## src/rtl/tse_pkg.sv

```systemverilog
// ----------------------------------------------------------------------------
// tse_pkg
// Shared types, widths, register indexes and the arctangent table of the
// terrain slope pipeline.
// ----------------------------------------------------------------------------
`default_nettype none

package tse_pkg;

  localparam int DEFAULT_MAX_COLUMNS = 1024;
  localparam int DEFAULT_HEIGHT_BITS = 20;

  localparam int CFG_BITS     = 16;
  localparam int CFG_IDX_BITS = 2;
  localparam int COLUMNS_BITS = 11;
  localparam logic [CFG_IDX_BITS-1:0] REG_CELL_SIZE = 2'd0;
  localparam logic [CFG_IDX_BITS-1:0] REG_COLUMNS   = 2'd1;
  localparam logic [CFG_BITS-1:0]     CELL_SIZE_RESET = 16'd100;
  localparam logic [COLUMNS_BITS-1:0] COLUMNS_RESET   = 11'd1024;

  localparam int ROW_BITS   = 16;
  localparam int COL_BITS   = 10;
  localparam int ANGLE_BITS = 15;
  localparam int ANGLE_MAX  = 23040;
  localparam int D_BITS     = 17;

  // the largest normalised operand sits in [2^28, 2^29)
  localparam int NORM_BITS = 29;
  localparam int SQ_BITS   = 2 * NORM_BITS + 1;
  localparam int RES_BITS  = SQ_BITS + 1;
  localparam int SQ_STEPS  = (SQ_BITS + 1) / 2;

  localparam int CORDIC_STEPS = 20;
  localparam int XY_BITS      = 34;
  localparam int Z_BITS       = 25;

  typedef struct packed {
    logic                known;
    logic                zero;
    logic [ROW_BITS-1:0] row;
    logic [COL_BITS-1:0] col;
  } tag_t;

  typedef struct packed {
    logic [SQ_BITS-1:0]   rem;
    logic [RES_BITS-1:0]  res;
    logic [NORM_BITS-1:0] d;
    tag_t                 tag;
  } root_t;

  typedef struct packed {
    logic signed [XY_BITS-1:0] x;
    logic signed [XY_BITS-1:0] y;
    logic signed [Z_BITS-1:0]  z;
    tag_t                      tag;
  } rot_t;

  // atan(2^-i) in 1/65536 degree
  function automatic logic signed [Z_BITS-1:0] atan_of(input int i);
    logic signed [Z_BITS-1:0] v;
    unique case (i)
      0:  v = 25'sd2949120;
      1:  v = 25'sd1740967;
      2:  v = 25'sd919879;
      3:  v = 25'sd466945;
      4:  v = 25'sd234379;
      5:  v = 25'sd117304;
      6:  v = 25'sd58666;
      7:  v = 25'sd29335;
      8:  v = 25'sd14668;
      9:  v = 25'sd7334;
      10: v = 25'sd3667;
      11: v = 25'sd1833;
      12: v = 25'sd917;
      13: v = 25'sd458;
      14: v = 25'sd229;
      15: v = 25'sd115;
      16: v = 25'sd57;
      17: v = 25'sd29;
      18: v = 25'sd14;
      19: v = 25'sd7;
      default: v = '0;
    endcase
    return v;
  endfunction

endpackage

`default_nettype wire

```

## src/rtl/tse_root_cell.sv

```systemverilog
// ----------------------------------------------------------------------------
// tse_root_cell
// One result bit of the integer square root (restoring, two bits a cell).
// ----------------------------------------------------------------------------
`default_nettype none

module tse_root_cell #(
  parameter int STEP = 0
) (
  input  wire logic           clk,
  input  wire logic           rst,
  input  wire logic           en,
  input  wire logic           a_valid,
  input  wire tse_pkg::root_t a,
  output logic                b_valid,
  output tse_pkg::root_t      b
);
  import tse_pkg::*;

  localparam int SH = SQ_BITS - 1 - 2 * STEP;

  root_t nx;
  always_comb begin
    logic [RES_BITS-1:0] bitv, trial;
    bitv  = RES_BITS'(1) << SH;
    trial = a.res + bitv;
    nx    = a;
    if ({1'b0, a.rem} >= trial) begin
      nx.rem = a.rem - trial[SQ_BITS-1:0];
      nx.res = (a.res >> 1) + bitv;
    end else begin
      nx.res = a.res >> 1;
    end
  end

  always_ff @(posedge clk) begin
    if (rst) b_valid <= 1'b0;
    else if (en) b_valid <= a_valid;
  end
  always_ff @(posedge clk) begin
    if (en) b <= nx;
  end

endmodule

`default_nettype wire

```

## config.mk

```make
export PLATFORM = sky130hd
export DESIGN_NAME = tse_root_cell
export DESIGN_NICKNAME = d
export VERILOG_FILES = /design/src/rtl/tse_pkg.sv /design/src/rtl/tse_root_cell.sv
export SDC_FILE = /design/constraint.sdc
export NUM_CORES = 1
export LEC_CHECK = 0
export ABC_AREA = 1
export BUFFER_PORTS_ARGS = -buffer_cell sky130_fd_sc_hd__buf_2
export CELL_PAD_IN_SITES_DETAIL_PLACEMENT = 1
export CELL_PAD_IN_SITES_GLOBAL_PLACEMENT = 2
export CORE_MARGIN = 4
export CORE_UTILIZATION = 29
export DETAILED_ROUTE_END_ITERATION = 10
export MAX_ROUTING_LAYER = met4
export PLACE_DENSITY_LB_ADDON = 0.1
export REMOVE_ABC_BUFFERS = 1
export SYNTH_ARGS = -nofsm -noshare
export SYNTH_HDL_FRONTEND = slang
export SYNTH_SLANG_ARGS = --single-unit
```

## constraint.sdc

```tcl
create_clock -name clk -period 3.42 [get_ports clk]
set_input_delay 1.026 -clock clk [delete_from_list [all_inputs] [get_ports clk]]
set_output_delay 1.026 -clock clk [all_outputs]
set_load 0.03 [all_outputs]
```

==> results.tsv <==
metric	value	unit
status	finished, final reports clean	
ff2ff_setup_slack	2840	ps
instances_no_fill	2648	
yosysTopAreaCell	edfxtp_1	
vias	11700	
clockBufferDepth	2	
fin_crit	2890	ps
cts_buffers	17	
report.final.slew_viol_count	0	
placed_area	0.0154	mm^2
final_common_cell	nand2_1	
final_cell_mix	nand2_1, inv_1, buf_2	
yosysUniqueCellTypes	36	
path_class	input pin to flop	
h-tree-depth	4	
fmax	346	MHz
grt_pass1_vias	12700	
postCtsSetupRepairBufs	0	
crit_arrival	3130	ps
place.port_buffers	356	
grt_max_degree	53	
worstMarginPinSlew	426	ps
clock_latency	480	ps
synth-async-reset-ratio	0	
antenna_found_initial	1	
wl_per_cell	18.4	um
grt-ovfl-total	0	
synth_seq_area_share	0.430	
syn_to_final_growth	29.7	%
hpwlAfterDp	41800	um
crit_fanout	17	
synth_top_flop_cell	edfxtp_1	
finalSetupViolations	0	
syn_area_per_cell	7.48	um^2
worstPathRequired	3660	ps
yosysWarnings	0	
layout.nets	2335	
peakVddDrop	0.315	mV
synth_top_area_share	0.428	
grt.total_usage	0.220	
nFillCells	5334	
p_total	6.83	mW
coreArea	0.0420	mm^2
power_density	426	mW/mm^2
final_util	0.381	
clk_pin_slew	80	ps
rsz0062_at_grt	false	
crit_path_end_kind	flop	
io_pins	357	
cap_violations	0	
drive_gt1_frac	0.269	
wl	48800	um
ant_nets	0	
slew_headroom	0.714	
synth_edf_count	176	
gp_congestion	0.899	
cts_tree	yes	
rows	75	
start_util	0.294	
clock_skew	0	ps
final_hold_viol_count	0	
stdcell_area	0.0160	mm^2
grt_pass1_wl	74700	um
via_per_inst	4.43	
dieWidth	214	um
fin_crit_sh	0.844	
dieArea	0.0459	mm^2
die_y	214	um
hold_class	flop to flop	
start_kind	input pin	
power_leakage	8.79	nW
post_cts_resized	0	
hold_buffers	0	
drc	0	
dp.cells	2615	
synth_seq_cells	177	
cts_root_buf	clkbuf_16	
drtPass1Iterations	4	
dpl_worst_slack	-15.4	ps
setup_slack	534	ps
cts_num_sinks	177	
netlist_instances	1651	
netlist_area	0.0123	mm^2
synth.area.top_cells	edfxtp_1, nand2_1, inv_1	
drt-initial-drc-count	513	
[stage by stage]
step / TNS (ps) / hold WS, ps
5_1_grt: 0 / 545
3_3_place_gp: 0 / 469
3_5_place_dp: -15.4 / 493
4_1_cts: 0 / 511
2_1_floorplan: -75550 / 630
6_report: 0 / 500
[power by group]
group	leakage (nW)	internal (mW)	total (mW)	switching, mW
sequential	1.73	2.62	2.67	0.0471
clock	0.287	0.983	2.02	1.04
combinational	6.77	0.682	2.14	1.46
[Yosys cell counts, drive strengths merged, types with 2 or more instances]
cell type / number
or2: 2
clkbuf: 2
o21ai: 6
nor4: 3
nor2: 107
and2: 7
nand4: 20
xnor2: 2
xor2: 27
nor3: 11
nand3: 135
a21oi: 29
buf: 16
edfxtp: 176
nand2: 650
inv: 392
a21boi: 2
ha: 59
[layout make-up]
cell class,count,area [um^2],share of cell area
well taps,539,674,0.0421
multi-input cells,1064,5390,0.337
flip-flops and latches,177,5310,0.331
inverters,392,1470,0.0919
repair buffers,443,2570,0.160
diodes,1,2.50,0.000156
clock buffers,18,429,0.0268
clock inverters,14,171,0.0107
[cells by family after synthesis]
| group | synth area share |
|---|---|
| AO/OA/AOI/OAI | 0.0166 |
| XOR/XNOR | 0.0206 |
| adder cells (fa/ha/maj) | 0.0614 |
| buffers and inverters | 0.134 |
| flip-flops | 0.430 |
| multiplexers | 0.000811 |
| AND/OR/NAND/NOR | 0.337 |
[path summary, 6_finish.rpt]
kind         depth (start not counted)    start       to
max                                 13    a[67]   b[115]
min                                  2  b_valid  b_valid
max reg2reg                          2  b_valid  b_valid
min reg2reg                          2  b_valid  b_valid
[critical path, cell delays in order]
cell and delay (ps):
buf_2 90, inv_1 40, ha_1 340, nand2_1 150, nor2_2 220, nand2_1 120
nor4_1 340, nand3_1 240, nand3_4 200, buf_12 180, nand2_1 60, inv_1 70
nor2_1 40
[layer usage]
layer  wire length [um]  global-route usage  vias up
met4               1100              0.0631        0
met2              24900               0.392      246
met5                  0                   -        -
met3               1680              0.0360       47
li1                   -                   -     5942
met1              21100               0.255     5494
[state kept, by name (all words and copies together) (netlist names)]
register	count
b_valid	1
b	176
(Power assumes the default switching activity.)
