### config.mk
export PLATFORM = sky130hd
export DESIGN_NAME = tse_rot_cell
export DESIGN_NICKNAME = d
export VERILOG_FILES = /design/src/rtl/tse_pkg.sv /design/src/rtl/tse_rot_cell.sv
export SDC_FILE = /design/constraint.sdc
export NUM_CORES = 1
export LEC_CHECK = 0
export ABC_AREA = 1
export BUFFER_PORTS_ARGS = -buffer_cell sky130_fd_sc_hd__buf_2
export CORE_UTILIZATION = 48
export CTS_CLUSTER_DIAMETER = 80
export DETAILED_ROUTE_END_ITERATION = 16
export PLACE_DENSITY = 0.73
export SLEW_MARGIN = 20
export SYNTH_ARGS = -nofsm -noshare
export SYNTH_HDL_FRONTEND = slang
export SYNTH_SLANG_ARGS = --single-unit
### constraint.sdc
create_clock -name clk -period 2.8 [get_ports clk]
set_input_delay 0.28 -clock clk [delete_from_list [all_inputs] [get_ports clk]]
set_output_delay 0.28 -clock clk [all_outputs]
set_load 0.02 [all_outputs]
### src/rtl/tse_pkg.sv
// ----------------------------------------------------------------------------
// tse_pkg
// Shared types, widths, register indexes and the arctangent table of the
// terrain slope pipeline.
// ----------------------------------------------------------------------------
`default_nettype none

package tse_pkg;

  localparam int DEFAULT_MAX_COLUMNS = 1024;
  localparam int DEFAULT_HEIGHT_BITS = 20;

  localparam int CFG_BITS     = 16;
  localparam int CFG_IDX_BITS = 2;
  localparam int COLUMNS_BITS = 11;
  localparam logic [CFG_IDX_BITS-1:0] REG_CELL_SIZE = 2'd0;
  localparam logic [CFG_IDX_BITS-1:0] REG_COLUMNS   = 2'd1;
  localparam logic [CFG_BITS-1:0]     CELL_SIZE_RESET = 16'd100;
  localparam logic [COLUMNS_BITS-1:0] COLUMNS_RESET   = 11'd1024;

  localparam int ROW_BITS   = 16;
  localparam int COL_BITS   = 10;
  localparam int ANGLE_BITS = 15;
  localparam int ANGLE_MAX  = 23040;
  localparam int D_BITS     = 17;

  // the largest normalised operand sits in [2^28, 2^29)
  localparam int NORM_BITS = 29;
  localparam int SQ_BITS   = 2 * NORM_BITS + 1;
  localparam int RES_BITS  = SQ_BITS + 1;
  localparam int SQ_STEPS  = (SQ_BITS + 1) / 2;

  localparam int CORDIC_STEPS = 20;
  localparam int XY_BITS      = 34;
  localparam int Z_BITS       = 25;

  typedef struct packed {
    logic                known;
    logic                zero;
    logic [ROW_BITS-1:0] row;
    logic [COL_BITS-1:0] col;
  } tag_t;

  typedef struct packed {
    logic [SQ_BITS-1:0]   rem;
    logic [RES_BITS-1:0]  res;
    logic [NORM_BITS-1:0] d;
    tag_t                 tag;
  } root_t;

  typedef struct packed {
    logic signed [XY_BITS-1:0] x;
    logic signed [XY_BITS-1:0] y;
    logic signed [Z_BITS-1:0]  z;
    tag_t                      tag;
  } rot_t;

  // atan(2^-i) in 1/65536 degree
  function automatic logic signed [Z_BITS-1:0] atan_of(input int i);
    logic signed [Z_BITS-1:0] v;
    unique case (i)
      0:  v = 25'sd2949120;
      1:  v = 25'sd1740967;
      2:  v = 25'sd919879;
      3:  v = 25'sd466945;
      4:  v = 25'sd234379;
      5:  v = 25'sd117304;
      6:  v = 25'sd58666;
      7:  v = 25'sd29335;
      8:  v = 25'sd14668;
      9:  v = 25'sd7334;
      10: v = 25'sd3667;
      11: v = 25'sd1833;
      12: v = 25'sd917;
      13: v = 25'sd458;
      14: v = 25'sd229;
      15: v = 25'sd115;
      16: v = 25'sd57;
      17: v = 25'sd29;
      18: v = 25'sd14;
      19: v = 25'sd7;
      default: v = '0;
    endcase
    return v;
  endfunction

endpackage

`default_nettype wire

### src/rtl/tse_rot_cell.sv
// ----------------------------------------------------------------------------
// tse_rot_cell
// One vectoring rotation of the arctangent chain.
// ----------------------------------------------------------------------------
`default_nettype none

module tse_rot_cell #(
  parameter int STEP = 0
) (
  input  wire logic          clk,
  input  wire logic          rst,
  input  wire logic          en,
  input  wire logic          a_valid,
  input  wire tse_pkg::rot_t a,
  output logic               b_valid,
  output tse_pkg::rot_t      b
);
  import tse_pkg::*;

  rot_t nx;
  always_comb begin
    logic signed [XY_BITS-1:0] x, y, xs, ys;
    logic signed [Z_BITS-1:0]  z;
    x  = a.x;
    y  = a.y;
    z  = a.z;
    xs = x >>> STEP;
    ys = y >>> STEP;
    nx = a;
    if (y >= 0) begin
      nx.x = x + ys; nx.y = y - xs; nx.z = z + atan_of(STEP);
    end else begin
      nx.x = x - ys; nx.y = y + xs; nx.z = z - atan_of(STEP);
    end
  end

  always_ff @(posedge clk) begin
    if (rst) b_valid <= 1'b0;
    else if (en) b_valid <= a_valid;
  end
  always_ff @(posedge clk) begin
    if (en) b <= nx;
  end

endmodule

`default_nettype wire

==> results.txt <==
- Setup repair after global routing left no endpoint under its margin.
- Cell-internal power: 4.26 mW
- At the pin with the least slew margin, the transition time is 816 ps.
- Clock edge transition at the registers on the reported setup and hold paths: 60 ps
- Path class of the lowest-slack min-delay path: primary input to flip-flop
* Utilization after layout: 0.583
* Number of routed nets with antenna violations: 0
* Area overhead of the layout relative to synthesis: 17.7%
- In the final routed layout, each cell accounts on average for 17.4 um.
- Final period demand of the worst path: 2180 ps
* Data required, critical path: 2970 ps
- Overall fraction of global-route tracks in use: 0.300
- Initial core utilization: 0.495
* Final Instance Area: 13400 um^2
- The worst setup path is launched from a primary input.
* Detailed-placement wirelength estimate: 30700 um
- Synth cell types: 51
- Post-synthesis async set-or-reset flop share: 0
* Full die area: 24300 um^2
- Setup TNS: 0 ps
- Maximum clock rate: 0.458 GHz
- By startpoint and endpoint, the worst setup path is classified as primary input to flip-flop.
* Cells after Synth: 1567
- Buffers from clock root to sink, at most: 2
- At the end of routability-driven placement, the weighted congestion stood at 0.975.
- Share of total power in combinational logic: 0.358
- Total Nets Final: 2032
- Final count of hold timing violations: 0
* Die height: 156 um
- Entering global routing, the biggest net connects 69 pins.
- Core region area: 23000 um^2
- Setup fix buffers added after clock tree synthesis: 0
- Slowest stage cell, crit path: sky130_fd_sc_hd__ha_1
* Buffers added on ports: 246
* 1st-iter DRT viols: 1025
- Cell area after placement: 12800 um^2
- # placed instances: 2095
- Across the VDD grid, the largest voltage drop is 329 uV.
* Count of final setup violators: 0
- Share of the cycle needed by the critical path after routing: 0.779
* Clock net sink count: 121
* Drt total wl: 37100 um
* Total of cells resized after clock tree synthesis: 0
- Yosys printed 0 warnings.
- Along the worst path, the maximum fanout reaches 12.
- Headroom to the max-slew limit came out at 0.456.
- After synthesis the netlist holds a flip-flop and latch count of 121.
- Via count of the first global-routing pass: 10500
- CTS tree: yes
* Clock buffer count from CTS: 17
* Sequential cell fraction of total power: 0.336
- Wire length of the first global-routing pass: 55300 um
- Stage delay of the slowest cell on the critical path: 650 ps
* Highest-count cells in the layout ignoring fill and taps: sky130_fd_sc_hd__nand2_1, sky130_fd_sc_hd__buf_2, sky130_fd_sc_hd__inv_1
* Layout cell share with drive strength beyond 1: 0.221
* Total power density per cell area: 516 nW/um^2
- The library cell used most frequently in the layout, excluding fill and tap cells, is sky130_fd_sc_hd__nand2_1.
- Counting flops with a built-in enable in the synthesized netlist gives 120.
- Final Skew: 0 ps
- Clock root cell: sky130_fd_sc_hd__clkbuf_16
- The analysis attributes to cell leakage a power of 6.69 nW.
- For this design the top-level I/O count stands at 247.
- The die is 156 um wide.
* Switching power: 2.65 mW
- CP Cell Sequence: buf_2, inv_1, ha_1, nand2_2, o21ai_0, a21oi_1, nand2_1, nand2_1, nand2_1, nand2_1, nand3_1, nand2_1
- Via count: 11500
- Most common flop cell mapped by yosys: sky130_fd_sc_hd__edfxtp_1
- Of the total power, the share spent switching nets is 0.384.
* Result of the run: completed
- Averaged over all synthesized cells, the footprint is 7.27 um^2.
* Clock share of power: 0.306
* CP dominant cell by count: sky130_fd_sc_hd__nand2_1
* Via density per instance: 5.41
* Synthesized Nets: 1797
- After detailed routing, the number of remaining DRC violations is 0.
- Final non-filler cell total: 2127
- Register area share after synthesis: 0.318
* Inserted Diodes: 0
- Clock latency of the later-clocked register in the worst-skew pair: 420 ps
* Floorplan row count: 55
* Pre-antenna DRT Iters: 6
* Data arrival time of the critical path: 2350 ps
- Across the run, the number of max-cap violations was 0.
* Number of antenna violations at the first check in global routing: 0
- Number of slew-limit violations in the final report: 0
- Global route overflow: 0
* Filler cell count: 2234
* H-tree depth reported by CTS: 4
* Crit path capture type: flip-flop
- Cell area after synthesis: 11400 um^2
- Hold repair after CTS inserted 0 buffers.
power by group through the flow:
stage / Clock, mW / Combinational, mW / Sequential [mW]
after floorplan: 0 / 1.33 / 2.65
after global placement: 0 / 2.39 / 2.36
after detailed placement: 0 / 2.42 / 2.36
after CTS: 2.13 / 2.43 / 2.33
after global routing: 2.20 / 2.68 / 2.34
final: 2.12 / 2.47 / 2.32
worst max-delay path, delay by kind of cell:
kind,cells,cell delay (ps)
and+or+nand+nor,7,770
AOI/OAI and AO/OA,2,510
adders and majority gates,1,650
buffers and inverters,2,140
cells by family after synthesis:
kind of cell	after synthesis	synth area share
AOI/OAI and AO/OA	276	0.139
muxes	3	0.00264
DFF	121	0.318
and+or+nand+nor	757	0.294
adders and majority gates	105	0.117
buffers and inverters	269	0.101
xor gates and xnor gates	36	0.0277
registers in the layout (all words and copies together) (netlist names):
signal	flops
b	120
b_valid	1
final timing paths:
kind                   to  slack (ps)  depth (start not counted)     from
setup / recovery   b[119]         620                         12    a[64]
hold / removal       b[7]          30                          1     a[7]
setup reg to reg  b_valid        2210                          2  b_valid
hold reg to reg   b_valid         500                          2  b_valid
Yosys cell counts, drive strengths merged, types with 2 or more instances:
master	number	area, um^2
a21oi	127	696
inv	222	836
nand3b	3	35.0
fa	3	60.1
o31ai	3	32.5
a21o	12	90.1
o211ai	5	37.5
nand2	422	1660
edfxtp	120	3600
or2	5	31.3
o21a	3	22.5
xor2	35	307
clkbuf	5	18.8
a31oi	4	25.0
and2	2	12.5
o21bai	9	75.1
nor2	153	671
buf	42	299
o21ai	104	547
nand3	140	716
nand4	10	62.6
mux2i	3	30.0
o22ai	7	43.8
nor3	21	140
ha	102	1280
layout make-up:
type,instances,area (um^2),share of cell area
tap,313,392,0.0292
clock inverter,14,124,0.00924
clock buffer,17,425,0.0317
multi-input combinational,1177,6610,0.493
timing repair buffer,263,1390,0.104
sequential,121,3620,0.270
inverter,222,836,0.0624
routing by layer:
metal,global-route usage,wire (um),vias up
met5,0,0,-
met4,0.0808,613,0
met3,0.0508,3580,47
met2,0.485,16700,577
met1,0.411,16200,5289
li1,-,-,5601
metrics by stage:
step	worst slack, ps	hold WS [ps]	power [mW]
final	618	33.1	6.91
after global routing	465	17.9	7.23
after CTS	679	2.48	6.89
after detailed placement	246	440	4.78
after global placement	240	441	4.75
after floorplan	559	352	3.98
Note: power is estimated with default switching activity, not from simulation.
