$ cat config.mk
export PLATFORM = sky130hd
export DESIGN_NAME = tse_norm
export DESIGN_NICKNAME = d
export VERILOG_FILES = /design/src/rtl/tse_pkg.sv /design/src/rtl/tse_norm.sv
export SDC_FILE = /design/constraint.sdc
export NUM_CORES = 2
export LEC_CHECK = 0
export BUFFER_PORTS_ARGS = -buffer_cell sky130_fd_sc_hd__buf_4
export CORE_MARGIN = 3
export CORE_UTILIZATION = 55
export CTS_BUF_LIST = sky130_fd_sc_hd__clkbuf_16
export DETAILED_ROUTE_END_ITERATION = 12
export GPL_TIMING_DRIVEN = 0
export PLACE_DENSITY = 0.7
export SYNTH_ARGS = -nofsm -noshare
export SYNTH_HDL_FRONTEND = slang
export SYNTH_SLANG_ARGS = --single-unit
$ cat constraint.sdc
create_clock -name clk -period 9.6 [get_ports clk]
set_input_delay 0.48 -clock clk [delete_from_list [all_inputs] [get_ports clk]]
set_output_delay 0.48 -clock clk [all_outputs]
set_load 0.02 [all_outputs]
$ cat src/rtl/tse_pkg.sv
// ----------------------------------------------------------------------------
// tse_pkg
// Shared types, widths, register indexes and the arctangent table of the
// terrain slope pipeline.
// ----------------------------------------------------------------------------
`default_nettype none

package tse_pkg;

  localparam int DEFAULT_MAX_COLUMNS = 1024;
  localparam int DEFAULT_HEIGHT_BITS = 20;

  localparam int CFG_BITS     = 16;
  localparam int CFG_IDX_BITS = 2;
  localparam int COLUMNS_BITS = 11;
  localparam logic [CFG_IDX_BITS-1:0] REG_CELL_SIZE = 2'd0;
  localparam logic [CFG_IDX_BITS-1:0] REG_COLUMNS   = 2'd1;
  localparam logic [CFG_BITS-1:0]     CELL_SIZE_RESET = 16'd100;
  localparam logic [COLUMNS_BITS-1:0] COLUMNS_RESET   = 11'd1024;

  localparam int ROW_BITS   = 16;
  localparam int COL_BITS   = 10;
  localparam int ANGLE_BITS = 15;
  localparam int ANGLE_MAX  = 23040;
  localparam int D_BITS     = 17;

  // the largest normalised operand sits in [2^28, 2^29)
  localparam int NORM_BITS = 29;
  localparam int SQ_BITS   = 2 * NORM_BITS + 1;
  localparam int RES_BITS  = SQ_BITS + 1;
  localparam int SQ_STEPS  = (SQ_BITS + 1) / 2;

  localparam int CORDIC_STEPS = 20;
  localparam int XY_BITS      = 34;
  localparam int Z_BITS       = 25;

  typedef struct packed {
    logic                known;
    logic                zero;
    logic [ROW_BITS-1:0] row;
    logic [COL_BITS-1:0] col;
  } tag_t;

  typedef struct packed {
    logic [SQ_BITS-1:0]   rem;
    logic [RES_BITS-1:0]  res;
    logic [NORM_BITS-1:0] d;
    tag_t                 tag;
  } root_t;

  typedef struct packed {
    logic signed [XY_BITS-1:0] x;
    logic signed [XY_BITS-1:0] y;
    logic signed [Z_BITS-1:0]  z;
    tag_t                      tag;
  } rot_t;

  // atan(2^-i) in 1/65536 degree
  function automatic logic signed [Z_BITS-1:0] atan_of(input int i);
    logic signed [Z_BITS-1:0] v;
    unique case (i)
      0:  v = 25'sd2949120;
      1:  v = 25'sd1740967;
      2:  v = 25'sd919879;
      3:  v = 25'sd466945;
      4:  v = 25'sd234379;
      5:  v = 25'sd117304;
      6:  v = 25'sd58666;
      7:  v = 25'sd29335;
      8:  v = 25'sd14668;
      9:  v = 25'sd7334;
      10: v = 25'sd3667;
      11: v = 25'sd1833;
      12: v = 25'sd917;
      13: v = 25'sd458;
      14: v = 25'sd229;
      15: v = 25'sd115;
      16: v = 25'sd57;
      17: v = 25'sd29;
      18: v = 25'sd14;
      19: v = 25'sd7;
      default: v = '0;
    endcase
    return v;
  endfunction

endpackage

`default_nettype wire

$ cat src/rtl/tse_norm.sv
// ----------------------------------------------------------------------------
// tse_norm
// Magnitudes, scaling of the largest into [2^28, 2^29), squares and their sum.
// ----------------------------------------------------------------------------
`default_nettype none

module tse_norm #(
  parameter int HEIGHT_BITS = tse_pkg::DEFAULT_HEIGHT_BITS
) (
  input  wire logic                          clk,
  input  wire logic                          rst,
  input  wire logic                          en,
  input  wire logic                          g_valid,
  input  wire logic signed [HEIGHT_BITS+1:0] g_sx,
  input  wire logic signed [HEIGHT_BITS+1:0] g_sy,
  input  wire logic [tse_pkg::D_BITS-1:0]    g_d,
  input  wire tse_pkg::tag_t                 g_tag,
  output logic                               n_valid,
  output tse_pkg::root_t                     n_out
);
  import tse_pkg::*;

  localparam int GW = HEIGHT_BITS + 2;
  localparam int AW = (GW > D_BITS) ? GW : D_BITS;
  localparam int PW = $clog2(AW);
  localparam int WW = AW + NORM_BITS;

  logic [3:0] v;

  // stage 1: magnitudes and the largest
  logic [AW-1:0] ax1, ay1, d1, m1;
  tag_t t1;
  always_ff @(posedge clk) begin
    if (en) begin
      logic [AW-1:0] ax, ay, dd, m;
      ax = AW'(g_sx < 0 ? GW'(-g_sx) : GW'(g_sx));
      ay = AW'(g_sy < 0 ? GW'(-g_sy) : GW'(g_sy));
      dd = AW'(g_d);
      m  = (ax > ay) ? ax : ay;
      if (dd > m) m = dd;
      ax1 <= ax; ay1 <= ay; d1 <= dd; m1 <= m; t1 <= g_tag;
    end
  end

  // stage 2: leading one
  logic [AW-1:0] ax2, ay2, d2;
  logic [PW-1:0] msb2;
  tag_t t2;
  always_ff @(posedge clk) begin
    if (en) begin
      logic [PW-1:0] p;
      p = '0;
      for (int i = 0; i < AW; i++) if (m1[i]) p = PW'(i);
      ax2 <= ax1; ay2 <= ay1; d2 <= d1; msb2 <= p; t2 <= t1;
    end
  end

  // stage 3: scale
  logic [NORM_BITS-1:0] ax3, ay3, d3;
  tag_t t3;
  function automatic logic [NORM_BITS-1:0] scale(input logic [AW-1:0] val,
                                                 input logic [PW-1:0] p);
    logic [WW-1:0] w;
    w = WW'(val);
    if (p >= PW'(NORM_BITS - 1)) w = w >> (p - PW'(NORM_BITS - 1));
    else w = w << (PW'(NORM_BITS - 1) - p);
    return w[NORM_BITS-1:0];
  endfunction
  always_ff @(posedge clk) begin
    if (en) begin
      ax3 <= scale(ax2, msb2);
      ay3 <= scale(ay2, msb2);
      d3  <= scale(d2, msb2);
      t3  <= t2;
    end
  end

  // stage 4: squares
  logic [2*NORM_BITS-1:0] qx4, qy4;
  logic [NORM_BITS-1:0]   d4;
  tag_t t4;
  always_ff @(posedge clk) begin
    if (en) begin
      qx4 <= ax3 * ax3;
      qy4 <= ay3 * ay3;
      d4  <= d3;
      t4  <= t3;
    end
  end

  // stage 5: sum into the root chain
  always_ff @(posedge clk) begin
    if (en) begin
      n_out.rem <= SQ_BITS'(qx4) + SQ_BITS'(qy4);
      n_out.res <= '0;
      n_out.d   <= d4;
      n_out.tag <= t4;
    end
  end

  always_ff @(posedge clk) begin
    if (rst) v <= '0;
    else if (en) v <= {v[2:0], g_valid};
  end
  always_ff @(posedge clk) begin
    if (rst) n_valid <= 1'b0;
    else if (en) n_valid <= v[3];
  end

endmodule

`default_nettype wire

==> impl_results.md <==
- Status: completed
- Post-synthesis mux area share: 0.0294
- Initial core utilization: 0.557
- Layout area overhead: 9.33%
- CTS buffer count: between 60 and 70
- Clock sink count: between 600 and 700
- Placed cells: a little under 10000
- Vias/cell: roughly 5.7
- Hold WC Path Type: input pin to flop
- Compound-Gate Fraction of Synth Area: 0.0766
- Area leader, netlist: fa_1
- CP max FO: 10
- Pre-antenna DRT Iters: 9
- Number of synthesized flops with an enable pin: just over 600
- Predominant post-synthesis flop cell: edfxtp_1
- YS warnings: 0
- Port Buffers: approximately 210
- H-tree Lvls: 3
- Fraction of layout cells with a size suffix above 1: 0.0706
- # rows: ~140
- Synth top area share: 0.333
- DR vias: 56709
- Die Area: around 150000 um^2
- Final Non-Filler Cells: ~10000
- Type of origin of the critical path: flop
- Fin crit period: ~9400 ps
- # fillers: 11788
- Final antenna-violating net count: 0
- Dominant cell by count in the synthesized netlist: inv_1
- CP most frequent cell: fa_1
- Die Ht: 383 um
- Avg Inst Size Synth: about 10 um^2
- Largest family of logic cells by synthesized area: adder cells
- Worst-Margin Slew: between 1000 and 1500 ps
- CTS Buffer Depth: 3
- Period utilisation layout: 0.980
- Fin. max-slew vios: 0
- Ports: 270
- FFs w/ async S/R, synth: 0
- Critical path type: flop to flop
- # nets final: around 10000
- FF-to-FF setup slack: a little under 200 ps
- Vias in the first global route: 59770
- GRT Total Usage: 0.344
- Dominant cells by area after synthesis: fa_1 33%, edfxtp_1 23%, ha_1 9.7%
- Setup violators final: 0
- Worst-Skew Late Latency: roughly 700 ps
- Largest net degree at the start of global routing: 136
- Fmax: between 0.1 and 0.15 GHz
- DRC: 0
- Seq/Total Area, Yosys: 0.234
- Synth Register Bits: slightly above 600
- Final hold vios: 0
- Arrival @ worst endpoint: between 9000 and 10000 ps
- Die X-Extent: around 380 um
- Routed WL: around 250000 um
- Cell count after synthesis: 7637
- Root buf cell: clkbuf_16
- Simple logic cell fraction of the synthesized area: 0.0999
- Yosys cell types: 80
- Core area: approximately 140000 um^2
- Top post-synthesis cells by count: 1707 x inv_1, 1301 x fa_1, 717 x nand2_1, 608 x ha_1, 606 x edfxtp_1
- Initial antenna violation count: 17
- Netlist Area Pre-Place: about 78000 um^2
- Max-slew headroom: 0.117
- First-iteration detailed-routing DRC count: between 5000 and 6000
- Dpl hpwl: a little over 200000 um
- Crit-path slowest cell: clkdlybuf4s15_1
- Routability congestion estimate from global placement: about 1.0
- Max cap viols: 0
- CTS clk-pin slew, worst paths: around 60 ps
- GR Overflow Total: 0
- Data required, critical path: between 9000 and 10000 ps
- Wire length per cell: 24.9 um
- Adder-Cell Fraction of Synth Area: 0.430
- Element type at the critical path end: flop
- CP peak stage delay: between 700 and 800 ps
- Final setup skew: 72.2 ps
- Xor/xnor cell area share of the yosys netlist: 0.0276
- Global-route wire length before repair: 373000 um
- CTS tree: built
[flip-flops by register name, indices dropped and copies added (netlist names), 22 cells and up]
| register | flops |
|---|---|
| t3 | 28 |
| d4 | 29 |
| d3 | 29 |
| t4 | 28 |
| t1 | 28 |
| ay3 | 29 |
| ax3 | 29 |
| qy4 | 57 |
| n_out | 116 |
| ay2 | 22 |
| t2 | 28 |
| ay1 | 22 |
| qx4 | 57 |
| ax1 | 22 |
| ax2 | 22 |
[area by class of cell]
cell class | instances | area (um^2) | area share
inverter | 1710 | 6420 | 0.0750
clock buffer | 69 | 1730 | 0.0202
multi-input combinational | 5015 | 52300 | 0.611
clock inverter | 53 | 556 | 0.00650
antenna | 6 | 15.0 | 0.000176
sequential | 611 | 18300 | 0.214
tap | 1876 | 2350 | 0.0274
timing repair buffer | 264 | 2210 | 0.0259
buffer | 357 | 1690 | 0.0198
[worst max-delay path: cells and delay by family, from the launching register on]
family,cells,cell delay (ps)
adders and majority gates,9,4600
AOI/OAI and AO/OA,6,1450
buffers and inverters,7,1350
and+or+nand+nor,5,990
DFF,1,700
[stage by stage]
step                      hold WS, ps  TNS, ps  instance area (um^2)  utilization  setup slack, ps
after floorplan                   400        0                 78500            -             1990
after global placement            401   -11100                 82400        0.587             -999
after detailed placement          405    -8250                 82500        0.588             -858
after CTS                        7.95        0                 85300        0.608             8.21
after global routing             11.5    -78.6                 85500        0.609            -47.7
final                            43.7        0                 85500        0.609              195
[path summary, 6_finish.rpt]
| kind | to | cells after the start | from |
|---|---|---|---|
| max | qx4[56] | 27 | ax3[21] |
| max reg2reg | qx4[56] | 27 | ax3[21] |
| min | d1[13] | 1 | g_d[13] |
| min reg2reg | t3[7] | 0 | t2[7] |
[timing repair]
item                                   4_1_cts  5_1_grt
hold buffers                                43        0
setup buffers                                0        8
endpoints found under the hold margin       46        0
gates resized for setup                     42      121
setup endpoints to repair                   20       21
[layer usage]
metal  GRT usage  share of wire  up-vias
li1            -              -    24844
met1       0.448           0.39    28548
met2       0.550           0.46     2655
met3      0.0718          0.089      654
met4       0.169          0.060        8
met5           0        0.00055        -
[cell usage in the layout (no fill, tap or decap), types with 44 or more instances in the layout]
cell,netlist,routed
a21o_1,131,131
a21oi_1,314,314
and2_1,351,351
buf_4,60,273
clkbuf_1,283,208
clkbuf_16,0,69
clkbuf_2,0,57
conb_1,1,60
edfxtp_1,606,606
fa_1,1301,1301
ha_1,608,608
inv_1,1707,1722
mux2i_1,124,124
nand2_1,717,717
nand3_1,61,61
nor2_1,289,289
nor2b_1,44,44
o21ai_0,181,180
xnor2_1,145,139
xor2_1,100,100
[cell families (layout without fill, tap and decap cells)]
| group | Yosys count | count (layout) |
|---|---|---|
| mux | 191 | 191 |
| simple gates | 1661 | 1661 |
| buf+inv | 2070 | 2453 |
| other cells | 1 | 66 |
| compound gates | 948 | 948 |
| flops | 611 | 611 |
| fa+ha+maj | 1909 | 1909 |
| xor+xnor | 246 | 246 |
Power is not shown: default switching activity piles up to over one toggle a cycle in this logic, so the estimate is an artifact.
